<file path="src/hdl/mbv_pkg.sv">
// ----------------------------------------------------------------------------
// mbv_pkg
// Shared types and constants of the masked bit majority vote.
// ----------------------------------------------------------------------------
package mbv_pkg;

    localparam int IN_BITS   = 16;  // templates carried per input item
    localparam int CNT_W     = 5;   // holds a count of 0..16
    localparam int FRAC_W    = 17;  // Q0.16 with room for 1.0
    localparam int Q16_SHIFT = 16;
    localparam int RECIP_W   = 33;  // ceil(2^32 / d), d = 1 holds 2^32
    localparam int CFG_IDX_W = 3;

    // register indexes of the configuration port
    localparam logic [CFG_IDX_W-1:0] CFG_TEMPLATE_COUNT    = 3'd0;
    localparam logic [CFG_IDX_W-1:0] CFG_MASK_FRACTION_MIN = 3'd1;
    localparam logic [CFG_IDX_W-1:0] CFG_CONSISTENCY_MIN   = 3'd2;
    localparam logic [CFG_IDX_W-1:0] CFG_KEEP_INCONSISTENT = 3'd3;
    localparam logic [CFG_IDX_W-1:0] CFG_FALLBACK_WEIGHT   = 3'd4;

    // ceil(2^32 / d) for d = 1..16; floor(a * 2^16 / d) = (a * RECIP[d]) >> 16
    // is exact for a <= d <= 16. Entry 0 is never used.
    localparam logic [RECIP_W-1:0] RECIP_TBL [0:IN_BITS] = '{
        33'd0,
        33'd4294967296, 33'd2147483648, 33'd1431655766, 33'd1073741824,
        33'd858993460,  33'd715827883,  33'd613566757,  33'd536870912,
        33'd477218589,  33'd429496730,  33'd390451573,  33'd357913942,
        33'd330382100,  33'd306783379,  33'd286331154,  33'd268435456
    };

    typedef struct packed {
        logic [CNT_W-1:0]  n;          // voting templates after clamping
        logic [FRAC_W-1:0] mask_min;
        logic [FRAC_W-1:0] cons_min;
        logic              keep;
        logic [FRAC_W-1:0] fallback;
    } t_cfg;

    typedef struct packed {
        logic [CNT_W-1:0] valid_cnt;   // valid templates
        logic [CNT_W-1:0] agree;       // valid templates agreeing with the vote
        logic             voted;       // strict majority of the valid code bits
    } t_vote;

endpackage

</file>
<file path="src/hdl/mbv_front.sv">
// ----------------------------------------------------------------------------
// mbv_front
// Counts valid and agreeing templates of one bit position and forms the vote.
// ----------------------------------------------------------------------------
module mbv_front
    import mbv_pkg::*;
(
    input  logic [CNT_W-1:0]   i_n,
    input  logic [IN_BITS-1:0] i_code_bits,
    input  logic [IN_BITS-1:0] i_valid_bits,
    output t_vote              o_vote
);

    logic [IN_BITS-1:0] sel;
    logic [IN_BITS-1:0] vb;
    logic [IN_BITS-1:0] cb;
    logic [2:0]         nib_v [4];
    logic [2:0]         nib_c [4];
    logic [CNT_W-1:0]   valid_cnt;
    logic [CNT_W-1:0]   ones_cnt;
    logic               voted;

    always_comb begin
        for (int i = 0; i < IN_BITS; i++) begin
            sel[i] = (CNT_W'(i) < i_n);
        end
    end

    assign vb = i_valid_bits & sel;
    assign cb = i_code_bits & vb;

    // two-level count: four nibbles, then their sum
    always_comb begin
        for (int k = 0; k < 4; k++) begin
            nib_v[k] = 3'(vb[4*k]) + 3'(vb[4*k+1]) + 3'(vb[4*k+2]) + 3'(vb[4*k+3]);
            nib_c[k] = 3'(cb[4*k]) + 3'(cb[4*k+1]) + 3'(cb[4*k+2]) + 3'(cb[4*k+3]);
        end
    end

    assign valid_cnt = (CNT_W'(nib_v[0]) + CNT_W'(nib_v[1]))
                     + (CNT_W'(nib_v[2]) + CNT_W'(nib_v[3]));
    assign ones_cnt  = (CNT_W'(nib_c[0]) + CNT_W'(nib_c[1]))
                     + (CNT_W'(nib_c[2]) + CNT_W'(nib_c[3]));

    assign voted = ({ones_cnt, 1'b0} > {1'b0, valid_cnt});

    assign o_vote.valid_cnt = valid_cnt;
    assign o_vote.agree     = voted ? ones_cnt : (valid_cnt - ones_cnt);
    assign o_vote.voted     = voted;

endmodule

</file>
<file path="src/hdl/mbv_fifo.sv">
// ----------------------------------------------------------------------------
// mbv_fifo
// Short show-ahead queue of counted positions between front and back.
// ----------------------------------------------------------------------------
module mbv_fifo #(
    parameter int WIDTH = 11,
    parameter int DEPTH = 4
) (
    input  logic             i_clk,
    input  logic             i_rst_n,
    input  logic             i_push,
    input  logic [WIDTH-1:0] i_data,
    output logic             o_full,
    input  logic             i_pop,
    output logic             o_empty,
    output logic [WIDTH-1:0] o_data
);

    localparam int PTR_W = (DEPTH > 1) ? $clog2(DEPTH) : 1;
    localparam int CNT_W = $clog2(DEPTH + 1);

    logic [WIDTH-1:0] r_mem [DEPTH];
    logic [PTR_W-1:0] r_wr_ptr, n_wr_ptr;
    logic [PTR_W-1:0] r_rd_ptr, n_rd_ptr;
    logic [CNT_W-1:0] r_count,  n_count;

    assign o_full  = (r_count == CNT_W'(DEPTH));
    assign o_empty = (r_count == '0);
    assign o_data  = r_mem[r_rd_ptr];

    always_comb begin
        n_wr_ptr = r_wr_ptr;
        n_rd_ptr = r_rd_ptr;
        n_count  = r_count;
        if (i_push) begin
            n_wr_ptr = (r_wr_ptr == PTR_W'(DEPTH - 1)) ? '0 : r_wr_ptr + 1'b1;
        end
        if (i_pop) begin
            n_rd_ptr = (r_rd_ptr == PTR_W'(DEPTH - 1)) ? '0 : r_rd_ptr + 1'b1;
        end
        if (i_push && !i_pop) begin
            n_count = r_count + 1'b1;
        end else if (!i_push && i_pop) begin
            n_count = r_count - 1'b1;
        end
    end

    always_ff @(posedge i_clk) begin
        if (!i_rst_n) begin
            r_wr_ptr <= '0;
            r_rd_ptr <= '0;
            r_count  <= '0;
        end else begin
            r_wr_ptr <= n_wr_ptr;
            r_rd_ptr <= n_rd_ptr;
            r_count  <= n_count;
        end
    end

    always_ff @(posedge i_clk) begin
        if (i_push) begin
            r_mem[r_wr_ptr] <= i_data;
        end
    end

    a_no_overflow: assert property (@(posedge i_clk) disable iff (!i_rst_n)
        o_full |-> !i_push)
        else $error("push into full queue");

    a_no_underflow: assert property (@(posedge i_clk) disable iff (!i_rst_n)
        o_empty |-> !i_pop)
        else $error("pop from empty queue");

endmodule

</file>
<file path="src/hdl/mbv_back.sv">
// ----------------------------------------------------------------------------
// mbv_back
// Threshold tests and weight of one position, two stages with stall.
// ----------------------------------------------------------------------------
module mbv_back
    import mbv_pkg::*;
(
    input  logic              i_clk,
    input  logic              i_rst_n,
    input  t_cfg              i_cfg,
    input  logic              i_entry_vld,
    input  t_vote             i_entry,
    output logic              o_pop,
    output logic              o_vld,
    input  logic              i_rdy,
    output logic              o_bit,
    output logic              o_keep,
    output logic [FRAC_W-1:0] o_weight
);

    localparam int THR_W  = FRAC_W + CNT_W;        // threshold products
    localparam int PROD_W = CNT_W + RECIP_W;       // weight product

    // stage A: products
    logic              r_a_vld;
    logic              r_a_zero;
    logic              r_a_bit;
    logic [CNT_W-1:0]  r_a_valid_cnt;
    logic [CNT_W-1:0]  r_a_agree;
    logic [THR_W-1:0]  r_a_frac_prod;
    logic [THR_W-1:0]  r_a_cons_prod;
    logic [PROD_W-1:0] r_a_w_prod;

    // stage B: result register
    logic              r_b_vld;
    logic              r_b_bit;
    logic              r_b_keep;
    logic [FRAC_W-1:0] r_b_weight;

    logic              adv_a;
    logic              adv_b;
    logic              reject;
    logic              confident;
    logic              n_b_bit;
    logic              n_b_keep;
    logic [FRAC_W-1:0] n_b_weight;
    logic [THR_W-1:0]  valid_scaled;
    logic [THR_W-1:0]  agree_scaled;

    assign adv_b = !r_b_vld || i_rdy;
    assign adv_a = !r_a_vld || adv_b;
    assign o_pop = i_entry_vld && adv_a;

    always_ff @(posedge i_clk) begin
        if (adv_a) begin
            r_a_zero      <= (i_entry.valid_cnt == '0);
            r_a_bit       <= i_entry.voted;
            r_a_valid_cnt <= i_entry.valid_cnt;
            r_a_agree     <= i_entry.agree;
            r_a_frac_prod <= THR_W'(i_cfg.n) * THR_W'(i_cfg.mask_min);
            r_a_cons_prod <= THR_W'(i_entry.valid_cnt) * THR_W'(i_cfg.cons_min);
            r_a_w_prod    <= PROD_W'(i_entry.agree)
                           * PROD_W'(RECIP_TBL[i_entry.valid_cnt]);
        end
    end

    assign valid_scaled = THR_W'({r_a_valid_cnt, {Q16_SHIFT{1'b0}}});
    assign agree_scaled = THR_W'({r_a_agree, {Q16_SHIFT{1'b0}}});
    assign reject       = r_a_zero || (valid_scaled < r_a_frac_prod);
    assign confident    = (agree_scaled >= r_a_cons_prod);

    always_comb begin
        n_b_bit    = 1'b0;
        n_b_keep   = 1'b0;
        n_b_weight = '0;
        if (!reject) begin
            n_b_bit = r_a_bit;
            if (confident) begin
                n_b_keep   = 1'b1;
                n_b_weight = r_a_w_prod[Q16_SHIFT +: FRAC_W];
            end else if (i_cfg.keep) begin
                n_b_keep   = 1'b1;
                n_b_weight = i_cfg.fallback;
            end
        end
    end

    always_ff @(posedge i_clk) begin
        if (adv_b) begin
            r_b_bit    <= n_b_bit;
            r_b_keep   <= n_b_keep;
            r_b_weight <= n_b_weight;
        end
    end

    always_ff @(posedge i_clk) begin
        if (!i_rst_n) begin
            r_a_vld <= 1'b0;
            r_b_vld <= 1'b0;
        end else begin
            if (adv_a) begin
                r_a_vld <= i_entry_vld;
            end
            if (adv_b) begin
                r_b_vld <= r_a_vld;
            end
        end
    end

    assign o_vld    = r_b_vld;
    assign o_bit    = r_b_bit;
    assign o_keep   = r_b_keep;
    assign o_weight = r_b_weight;

    a_pop_fills_a: assert property (@(posedge i_clk) disable iff (!i_rst_n)
        o_pop |=> r_a_vld)
        else $error("popped entry lost before stage A");

    a_masked_no_weight: assert property (@(posedge i_clk) disable iff (!i_rst_n)
        (r_b_vld && !r_b_keep) |-> (r_b_weight == '0))
        else $error("weight on a masked position");

endmodule

</file>
<file path="src/hdl/masked_bit_majority_vote.sv">
// ----------------------------------------------------------------------------
// masked_bit_majority_vote
// Masked bitwise majority vote over aligned templates, one bit position per
// transfer, with a Q0.16 consistency weight for each voted bit.
// ----------------------------------------------------------------------------
//  channel  | direction | handshake                    | payload
//  s_axis   | in        | i_s_axis_tvalid/o_..._tready | code_bits, valid_bits
//  m_axis   | out       | o_m_axis_tvalid/i_..._tready | voted_bit, voted_valid,
//           |           |                              | bit_weight
//  cfg      | in        | i_cfg_valid/o_cfg_ready      | register index, data
//
// One position per cycle sustained while the output is ready; three register
// stages (queue, products, threshold tests) lie between an input transfer and
// its result transfer.
// The queue holds FIFO_DEPTH positions, so the input keeps moving while the
// output stalls until the queue fills; o_s_axis_tready drops only when full,
// including the cycle in which a full queue pops.
// Synchronous active-low reset empties the pipeline and loads register
// defaults (template_count 1, all others 0). The cfg port is always ready.
// ----------------------------------------------------------------------------
module masked_bit_majority_vote
    import mbv_pkg::*;
#(
    parameter int MAX_TEMPLATES = 16,
    parameter int FIFO_DEPTH    = 4
) (
    input  logic                 i_clk,
    input  logic                 i_rst_n,
    input  logic                 i_s_axis_tvalid,
    output logic                 o_s_axis_tready,
    input  logic [31:0]          i_s_axis_tdata,   // [15:0] code_bits, [31:16] valid_bits
    output logic                 o_m_axis_tvalid,
    input  logic                 i_m_axis_tready,
    output logic [23:0]          o_m_axis_tdata,   // [0] voted_bit, [1] voted_valid,
                                                   // [18:2] bit_weight, zero above
    input  logic                 i_cfg_valid,
    output logic                 o_cfg_ready,
    input  logic [CFG_IDX_W-1:0] i_cfg_index,
    input  logic [FRAC_W-1:0]    i_cfg_data
);

    localparam int NCAP = (MAX_TEMPLATES < IN_BITS) ? MAX_TEMPLATES : IN_BITS;
    localparam int QW   = $bits(t_vote);

    logic [CNT_W-1:0]  r_template_count;
    logic [FRAC_W-1:0] r_mask_min;
    logic [FRAC_W-1:0] r_cons_min;
    logic              r_keep;
    logic [FRAC_W-1:0] r_fallback;

    t_cfg              cfg;
    t_vote             front_vote;
    t_vote             back_entry;
    logic [QW-1:0]     q_dout;
    logic              q_full;
    logic              q_empty;
    logic              q_push;
    logic              q_pop;
    logic              b_bit;
    logic              b_keep;
    logic [FRAC_W-1:0] b_weight;

    // ---- configuration registers
    assign o_cfg_ready = 1'b1;

    always_ff @(posedge i_clk) begin
        if (!i_rst_n) begin
            r_template_count <= CNT_W'(1);
            r_mask_min       <= '0;
            r_cons_min       <= '0;
            r_keep           <= 1'b0;
            r_fallback       <= '0;
        end else if (i_cfg_valid) begin
            unique case (i_cfg_index)
                CFG_TEMPLATE_COUNT:    r_template_count <= i_cfg_data[CNT_W-1:0];
                CFG_MASK_FRACTION_MIN: r_mask_min       <= i_cfg_data;
                CFG_CONSISTENCY_MIN:   r_cons_min       <= i_cfg_data;
                CFG_KEEP_INCONSISTENT: r_keep           <= i_cfg_data[0];
                CFG_FALLBACK_WEIGHT:   r_fallback       <= i_cfg_data;
                default: ;  // drop writes beyond the register list
            endcase
        end
    end

    assign cfg.n        = (r_template_count > CNT_W'(NCAP)) ? CNT_W'(NCAP)
                                                            : r_template_count;
    assign cfg.mask_min = r_mask_min;
    assign cfg.cons_min = r_cons_min;
    assign cfg.keep     = r_keep;
    assign cfg.fallback = r_fallback;

    // ---- front: count and vote
    mbv_front u_front (
        .i_n          (cfg.n),
        .i_code_bits  (i_s_axis_tdata[15:0]),
        .i_valid_bits (i_s_axis_tdata[31:16]),
        .o_vote       (front_vote)
    );

    assign o_s_axis_tready = !q_full;
    assign q_push          = i_s_axis_tvalid && !q_full;

    mbv_fifo #(
        .WIDTH (QW),
        .DEPTH (FIFO_DEPTH)
    ) u_fifo (
        .i_clk   (i_clk),
        .i_rst_n (i_rst_n),
        .i_push  (q_push),
        .i_data  (front_vote),
        .o_full  (q_full),
        .i_pop   (q_pop),
        .o_empty (q_empty),
        .o_data  (q_dout)
    );

    assign back_entry = t_vote'(q_dout);

    // ---- back: thresholds and weight
    mbv_back u_back (
        .i_clk       (i_clk),
        .i_rst_n     (i_rst_n),
        .i_cfg       (cfg),
        .i_entry_vld (!q_empty),
        .i_entry     (back_entry),
        .o_pop       (q_pop),
        .o_vld       (o_m_axis_tvalid),
        .i_rdy       (i_m_axis_tready),
        .o_bit       (b_bit),
        .o_keep      (b_keep),
        .o_weight    (b_weight)
    );

    assign o_m_axis_tdata = {5'b0, b_weight, b_keep, b_bit};

endmodule

</file>
<file path="config.mk">
export PLATFORM = sky130hd
export DESIGN_NAME = masked_bit_majority_vote
export DESIGN_NICKNAME = d
export VERILOG_FILES = /design/src/hdl/mbv_pkg.sv /design/src/hdl/mbv_front.sv /design/src/hdl/mbv_fifo.sv /design/src/hdl/mbv_back.sv /design/src/hdl/masked_bit_majority_vote.sv
export SDC_FILE = /design/constraint.sdc
export NUM_CORES = 1
export LEC_CHECK = 0
export BUFFER_PORTS_ARGS = -buffer_cell sky130_fd_sc_hd__buf_2
export CAP_MARGIN = 20
export CELL_PAD_IN_SITES_DETAIL_PLACEMENT = 0
export CELL_PAD_IN_SITES_GLOBAL_PLACEMENT = 1
export CORE_MARGIN = 5
export CORE_UTILIZATION = 35
export CTS_CLUSTER_DIAMETER = 100
export DETAILED_ROUTE_END_ITERATION = 8
export PLACE_DENSITY = 0.58
export SLEW_MARGIN = 20
export SYNTH_ARGS = -nofsm -noshare
export SYNTH_HDL_FRONTEND = slang
export SYNTH_HIERARCHICAL = 1
export SYNTH_SLANG_ARGS = --single-unit
export TNS_END_PERCENT = 20
</file>
<file path="constraint.sdc">
create_clock -name i_clk -period 9.16 [get_ports i_clk]
set_input_delay 2.748 -clock i_clk [delete_from_list [all_inputs] [get_ports i_clk]]
set_output_delay 2.748 -clock i_clk [all_outputs]
set_load 0.01 [all_outputs]
</file>
==> impl_metrics.csv, run 1 <==
group,metric,value,unit
clock_tree,cts_tree,"done",
timing,slew_violations,0,
floorplanning,core_area,52340,sq um
worst_setup_path,crit_chain,"buf_2 > and2_1 > fa_1 > fa_1 > fa_1 > fa_1 > ha_1 > fa_1 > xor2_1 > inv_1 > ha_1 > a21oi_1 > nor3_2 > o31ai_2 > o211a_4 > mux2_4",
timing,finalSetupViolCount,0,
floorplanning,die-area,57280,sq um
timing,finalSetupTns,0,ns
clock_tree,cts_post_setup_buffers_inserted,0,
synthesis,synthTopCellsByArea,"edfxtp_1, fa_1, ha_1, dfxtp_1, nand2_1",
floorplanning,chipWidth,239.3,um
worst_setup_path,max_stage_delay,0.57,ns
timing,post-route-period-util,81.06,%
route,drt-total-wl,45.09,mm
clock_tree,clkLatencyLatePin,0.54,ns
timing,finClkSkew,0.01842,ns
layout,nNetsFinal,2277,
route,drt-initial-drc-count,570,
layout,n_antenna_cell,0,
grt,grt_pass1_vias,13550,
floorplanning,initial_utilization,35.17,%
clock_tree,numCtsBuffers,26,
synthesis,synth_cell_types,80,
synthesis,yosys_warnings,6,
grt,antenna_found_initial,0,
timing,max_slew_margin,33.55,%
timing,worst_pin_slew,0.9956,ns
placement,io_buffer_count,77,
clock_tree,clk_pin_slew_worst_paths,0.06,ns
layout,area_growth,10.94,%
run_status,status,"finished clean",
synthesis,synth_edf_count,136,
floorplanning,die_y,239.3,um
clock_tree,cts_resized,0,
placement,dp_hpwl,35.24,mm
timing,hold_violations,0,
synthesis,synth_largest_area_cell,"edfxtp_1",
route,vias,12660,
synthesis,yosysSeqAreaShare,29.58,%
grt,grt_pass1_wl,74.04,mm
synthesis,synth_top_cell_area_share,22.18,%
worst_setup_path,cp.required,9.43,ns
layout,final_layout_size_suffix_gt1_share,9.310,%
worst_setup_path,worst_setup_path_start_kind,"primary input",
route,wire_per_inst,17.34,um
placement,gp_congestion,0.7970,
clock_tree,cts_buffer_depth,3,
grt,grt_start_max_net_pins,53,
synthesis,synth_most_common_cell,"nand2_1",
route,drt-pass1-iter-count,5,
worst_setup_path,critical_path_class,"in -> reg",
clock_tree,clock-root-buffer,"clkbuf_16",
route,drc,0,
worst_setup_path,cpMaxStageDelayCell,"fa_1",
synthesis,syn_avg_cell_area,10.00,sq um
worst_setup_path,cp-end-kind,"flop",
clock_tree,h-tree-depth,1,
clock_tree,cts.sinks,204,
grt,grt_usage,16.06,%
floorplanning,rows,84,
timing,fmax,134.7,MHz
synthesis,synth_flop_cell,"edfxtp_1",
route,vias_per_cell,4.869,
worst_setup_path,worstPathArrival,7.70,ns
timing,rsz0062_at_grt,"false",
power_and_ir_drop,worst_ir_drop_vdd,0.1373,mV
synthesis,netlist_top_cells_count,"nand2_1, inv_1, fa_1, and2_1, edfxtp_1",
clock_tree,ctsHoldBuffers,0,
hold_path,hp-class,"reg -> reg",
synthesis,syn_inst,1840,
worst_setup_path,worstPathMaxFanout,6,
grt,grt_overflow,0,
floorplanning,ios,84,
worst_setup_path,crit_top_cell,"fa_1",
job,cap_violations,0,
route,detail-route-antenna-nets,0,
synthesis,ys_ff_latch,204,
synthesis,ys_async_sr_fraction,0,%
power_and_ir_drop,pwr_density_cell,306.1,nW/um^2
timing,fin_crit,7.425,ns
power_and_ir_drop,p_leak,0.009975,uW
synthesis,syn_area,18410,sq um
power_and_ir_drop,power,6251,uW
## stage by stage
stage	setup slack, ns	std cells	hold WS, ns	utilization, %	instance area, sq um
floorplan	1.650	1844	0.4339	-	18420
global placement	1.172	2552	0.4429	37.17	19450
detailed placement	1.196	2552	0.4493	37.17	19450
CTS	1.755	2600	0.4624	39.02	20420
global route	1.480	2600	0.4739	39.02	20420
finish	1.735	2600	0.4593	39.02	20420
## placed cells by master, fill, tap and decap left out, types with 4 or more instances in the layout
master / n
nand2b_1: 14
nor2_1: 37
or3_1: 4
nand3_1: 40
o21bai_1: 10
and2_1: 158
o21a_1: 13
nand4_1: 5
o21ai_0: 19
and3_1: 9
nor4_1: 8
xnor2_1: 40
a21o_1: 28
buf_2: 77
mux4_2: 10
inv_1: 246
ha_1: 133
conb_1: 6
a211oi_1: 9
clkinv_2: 4
nor3_1: 16
clkbuf_16: 29
dfxtp_1: 68
mux2i_1: 81
nor2b_1: 25
bufinv_16: 5
buf_4: 16
a21oi_1: 74
o211ai_1: 7
clkinv_1: 5
a21boi_0: 5
nand2_1: 277
o21ai_1: 9
edfxtp_1: 136
fa_1: 195
xor2_1: 20
or2_2: 4
## layer usage
| metal | vias up | routed length, um | GRT usage (%) |
|---|---|---|---|
| li1 | 6118 | - | - |
| met1 | 6334 | 21360 | 22.49 |
| met2 | 158 | 21540 | 27.17 |
| met3 | 50 | 1409 | 1.842 |
| met4 | 0 | 777 | 3.164 |
| met5 | - | 0 | 0 |
## sequential cells by signal, summed over array words and instances (netlist names), 2 cells and up, named ones only
signal                flops
u_back/r_a_valid_cnt      5
u_fifo/r_count            3
r_mask_min               17
u_back/r_a_w_prod        17
r_template_count          5
u_back/r_a_frac_prod     22
u_back/r_a_agree          5
u_back/r_a_cons_prod     22
u_fifo/r_rd_ptr           2
u_fifo/r_wr_ptr           2
r_fallback               17
u_back/o_weight          17
r_cons_min               17
u_fifo/r_mem             44
## layout make-up
class / count / area (sq um)
Fill cell: 5226 / 31920
Multi-Input combinational cell: 1318 / 11700
Sequential cell: 204 / 5445
Inverter: 249 / 948.4
Tap cell: 688 / 860.8
Clock buffer: 31 / 753.2
Timing Repair Buffer: 93 / 505.5
Clock inverter: 17 / 214.0
## report_power, final
group | internal [uW] | switching [uW] | total, uW
Sequential | 1290 | 84.3 | 1370
Clock | 725 | 406 | 1130
Combinational | 1450 | 2300 | 3750
## critical path, delay by kind of cell
family,cells,cell delay (ns)
fa+ha+maj,7,3.00
buf+inv,2,0.19
simple gates,2,0.23
xor+xnor,1,0.38
compound gates,3,0.84
mux,1,0.32
## cell families after synthesis
| family | Yosys count | synth area share (%) |
|---|---|---|
| xor+xnor | 61 | 2.943 |
| fa+ha+maj | 328 | 30.25 |
| other cells | 2 | 0.04080 |
| mux | 93 | 5.852 |
| simple gates | 621 | 16.74 |
| buf+inv | 322 | 7.075 |
| flops | 204 | 29.58 |
| compound gates | 209 | 7.524 |
## final timing paths
path	from	to	slack, ns	cells after the start
min	r_template_count[2]	r_template_count[2]	0.46	2
max	i_s_axis_tdata[31]	u_fifo/r_mem[3][2]	1.74	16
max reg2reg	flop	u_back/r_a_w_prod[31]	1.94	21
min reg2reg	r_template_count[2]	r_template_count[2]	0.46	2
Note: power is estimated with default switching activity, not from simulation.
==> run 2: changes to the inputs <==
--- a/config.mk
+++ b/config.mk
@@ -5,6 +5,7 @@
 export SDC_FILE = /design/constraint.sdc
 export NUM_CORES = 1
 export LEC_CHECK = 0
+export ABC_AREA = 1
 export BUFFER_PORTS_ARGS = -buffer_cell sky130_fd_sc_hd__buf_2
 export CAP_MARGIN = 20
 export CELL_PAD_IN_SITES_DETAIL_PLACEMENT = 0
@@ -13,7 +14,7 @@
 export CORE_UTILIZATION = 35
 export CTS_CLUSTER_DIAMETER = 100
 export DETAILED_ROUTE_END_ITERATION = 8
-export PLACE_DENSITY = 0.58
+export PLACE_DENSITY = 0.63
 export SLEW_MARGIN = 20
 export SYNTH_ARGS = -nofsm -noshare
 export SYNTH_HDL_FRONTEND = slang
==> constraint.sdc (replaced) <==
create_clock -name i_clk -period 6.1 [get_ports i_clk]
set_input_delay 1.83 -clock i_clk [delete_from_list [all_inputs] [get_ports i_clk]]
set_output_delay 1.83 -clock i_clk [all_outputs]
set_load 0.01 [all_outputs]
==> impl_metrics.csv, run 2 <==
group,metric,value,unit
timing,finClkSkew,0.02380,ns
layout,largest_register,"u_fifo/r_mem",
synthesis,ys_ff_latch,204,
synthesis,synthXorXnorAreaFrac,2.282,%
synthesis,synth_largest_area_cell,"edfxtp_1",
synthesis,synth_flop_cell,"edfxtp_1",
route,drc,0,
grt,grt_pass1_vias,16900,
timing,finalSetupViolCount,0,
route,wl_met1,25.70,mm
layout,fillerInstances,5692,
synthesis,syn_avg_cell_area,7.942,sq um
synthesis,synthAdderAreaFrac,28.45,%
floorplanning,initial_utilization,35.45,%
synthesis,yosys.area_share.simple,22.86,%
timing,rsz0062_at_grt,"true",
route,vias,16300,
layout,area_growth,15.09,%
clock_tree,clock-root-buffer,"clkbuf_16",
synthesis,synth_cell_types,53,
timing,max_slew_margin,31.16,%
worst_setup_path,reg2reg_setup_slack,0.36,ns
timing,finalSetupTns,0,ns
synthesis,synth_most_common_cell,"nand2_1",
synthesis,synth.area.mux_share,0,%
route,routed-wl-met3,2.339,mm
layout,final_common_cell,"nand2_1",
worst_setup_path,critical_path_class,"in -> reg",
route,drt-total-wl,55.51,mm
worst_setup_path,worst_setup_path_start_kind,"primary input",
placement,io_buffer_count,77,
worst_setup_path,r2r_end,"u_fifo/r_mem[0][3]",
synthesis,synth_edf_count,136,
route,detail-route-antenna-nets,0,
floorplanning,die-area,60740,sq um
synthesis,synthTopCellsByArea,"edfxtp_1, fa_1, nand2_1, inv_1, ha_1",
clock_tree,numCtsBuffers,26,
worst_setup_path,worstPathMaxFanout,7,
layout,n_antenna_cell,0,
synthesis,syn_area,19570,sq um
timing,timing.final.ws_setup,0.2114,ns
clock_tree,cts.sinks,204,
worst_setup_path,r2r_cells,26,
layout,layout_common_cells,"nand2_1, inv_1, nor2_1",
synthesis,netlist_top_cells_count,"nand2_1, inv_1, nor2_1, fa_1, edfxtp_1",
layout,nNetsFinal,3017,
power_and_ir_drop,pwr_density_cell,605.7,nW/um^2
placement,dp_slack,-0.4157,ns
hold_path,hold_end,"r_template_count[3]",
layout,postLayoutCellArea,22520,sq um
clock_tree,cts_tree,"done",
route,highest_layer,"met5",
timing,post-route-period-util,96.53,%
layout,final_layout_size_suffix_gt1_share,12.18,%
clock_tree,cts_buffer_depth,3,
job,cap_violations,0,
worst_setup_path,cp.required,6.44,ns
run_status,status,"finished clean",
worst_setup_path,worstPathArrival,6.23,ns
grt,grt_pass1_wl,90.05,mm
worst_setup_path,cp-end-kind,"flop",
timing,hold_slack,0.4849,ns
floorplanning,chipWidth,246.5,um
synthesis,ys_async_sr_fraction,0,%
timing,worst_pin_slew,1.033,ns
clock_tree,ctsHoldBuffers,0,
clock_tree,h-tree-depth,1,
timing,hold_violations,0,
layout,largest_reg_flops,44,
synthesis,synth_top_cell_area_share,20.87,%
route,drt-initial-drc-count,914,
floorplanning,ios,84,
route,vias_per_cell,4.794,
synthesis,synth_top_family_by_area,"adder cells",
power_and_ir_drop,p_leak,0.01171,uW
floorplanning,core_area,55200,sq um
route,wire_per_inst,16.33,um
grt,antenna_found_initial,2,
hold_path,worstHoldStart,"r_template_count[3]",
worst_setup_path,rr_startpoint,"r_template_count[1]",
synthesis,yosys_warnings,6,
layout,fin_util,40.80,%
synthesis,syn_inst,2464,
placement,gp_congestion,0.8679,
layout,biggestRegsByFlops,"u_fifo/r_mem (44), u_back/r_a_cons_prod (22), u_back/r_a_frac_prod (22)",
clock_tree,clkLatencyLatePin,0.55,ns
placement,dp_hpwl,44.96,mm
synthesis,synth_compound_area_share,7.480,%
timing,slew_violations,0,
placement,place_area,21530,sq um
power_and_ir_drop,worst_ir_drop_vdd,0.3915,mV
hold_path,hp-class,"reg -> reg",
grt,grt_start_max_net_pins,75,
hold_path,hold_path_depth,2,
floorplanning,die_y,246.5,um
grt,grt_overflow,0,
synthesis,yosysSeqAreaShare,27.82,%
floorplanning,rows,86,
timing,fmax,169.8,MHz
route,drt-pass1-iter-count,5,
grt,grt_usage,18.42,%
clock_tree,clk_pin_slew_worst_paths,0.05,ns
route,wl_met2,26.15,mm
timing,fin_crit,5.889,ns
==> run 2: cell count changes after synthesis, moves of 18 or more <==
cell / change
and2_1: -156
a21o_1: -18
nand3_1: +90
nor2_1: +285
inv_1: +212
o21ai_0: +32
mux2i_1: -81
a21oi_1: +45
xnor2_1: -22
nor2b_1: -27
nand2_1: +252
==> run 2: logic make-up after synthesis <==
kind of cell / count (synthesis)
simple gates: 1074
buf+inv: 547
fa+ha+maj: 328
compound gates: 258
flops: 204
xor+xnor: 51
other cells: 2
==> run 2: where the power goes <==
part	leakage (uW)	switching [uW]	internal, uW
Clock	0.000446	614	1020
Sequential	0.00202	154	2040
Combinational	0.00925	6140	3680
Total	0.0117	6910	6730
==> run 2: worst max-delay path, stage by stage <==
cell and delay [ns]:
buf_2 0.10, nand2_1 0.08, inv_1 0.06, fa_1 0.57, fa_1 0.47, fa_1 0.59, fa_1 0.43, ha_1 0.23
fa_1 0.46, nand2_2 0.12, inv_1 0.05, nor2_2 0.09, inv_1 0.05, ha_1 0.28, nand2_1 0.07, inv_1 0.03
o21ai_0 0.18, nand2_2 0.10, nand2_2 0.09, nand2_4 0.07, o21ai_1 0.28
==> run 2: what timing repair did <==
action                     4_1_cts  5_1_grt
setup endpoints to repair        0       41
setup buffers                    0        2
gates resized for setup          0       16
==> run 2: through the flow <==
stage,power [uW],instances
2_1_floorplan,8285,2468
3_3_place_gp,11960,3350
3_5_place_dp,12030,3350
4_1_cts,13730,3398
5_1_grt,15080,3400
6_report,13640,3400
==> run 2: layout make-up <==
type                       count  area [sq um]  share of cell area [%]
clock buffer                  32         693.2                   3.078
clock inverter                16         219.0                  0.9722
inverter                     477          1793                   7.961
multi-input combinational   1717         12080                   53.64
sequential                   204          5446                   24.18
tap                          748         935.9                   4.155
timing repair buffer         206          1354                   6.011
==> run 2: how the worst max path moves through the flow <==
stage                                    from            endpoint  slack [ns]
after global placement     i_s_axis_tdata[27]  u_fifo/r_mem[0][4]       -0.37
after floorplan            i_s_axis_tdata[27]  u_fifo/r_mem[0][4]       -0.05
final                      i_s_axis_tdata[31]  u_fifo/r_mem[0][3]        0.21
after global routing      r_template_count[1]  u_fifo/r_mem[0][3]       -0.09
after CTS                 r_template_count[1]  u_fifo/r_mem[0][3]        0.12
after detailed placement   i_s_axis_tdata[27]  u_fifo/r_mem[0][4]       -0.42
==> run 2: metal layers <==
| layer | track usage [%] | vias to the layer above |
|---|---|---|
| li1 | - | 8023 |
| met3 | 2.148 | 71 |
| met2 | 31.30 | 299 |
| met1 | 25.23 | 7906 |
| met5 | 0 | - |
| met4 | 4.463 | 2 |
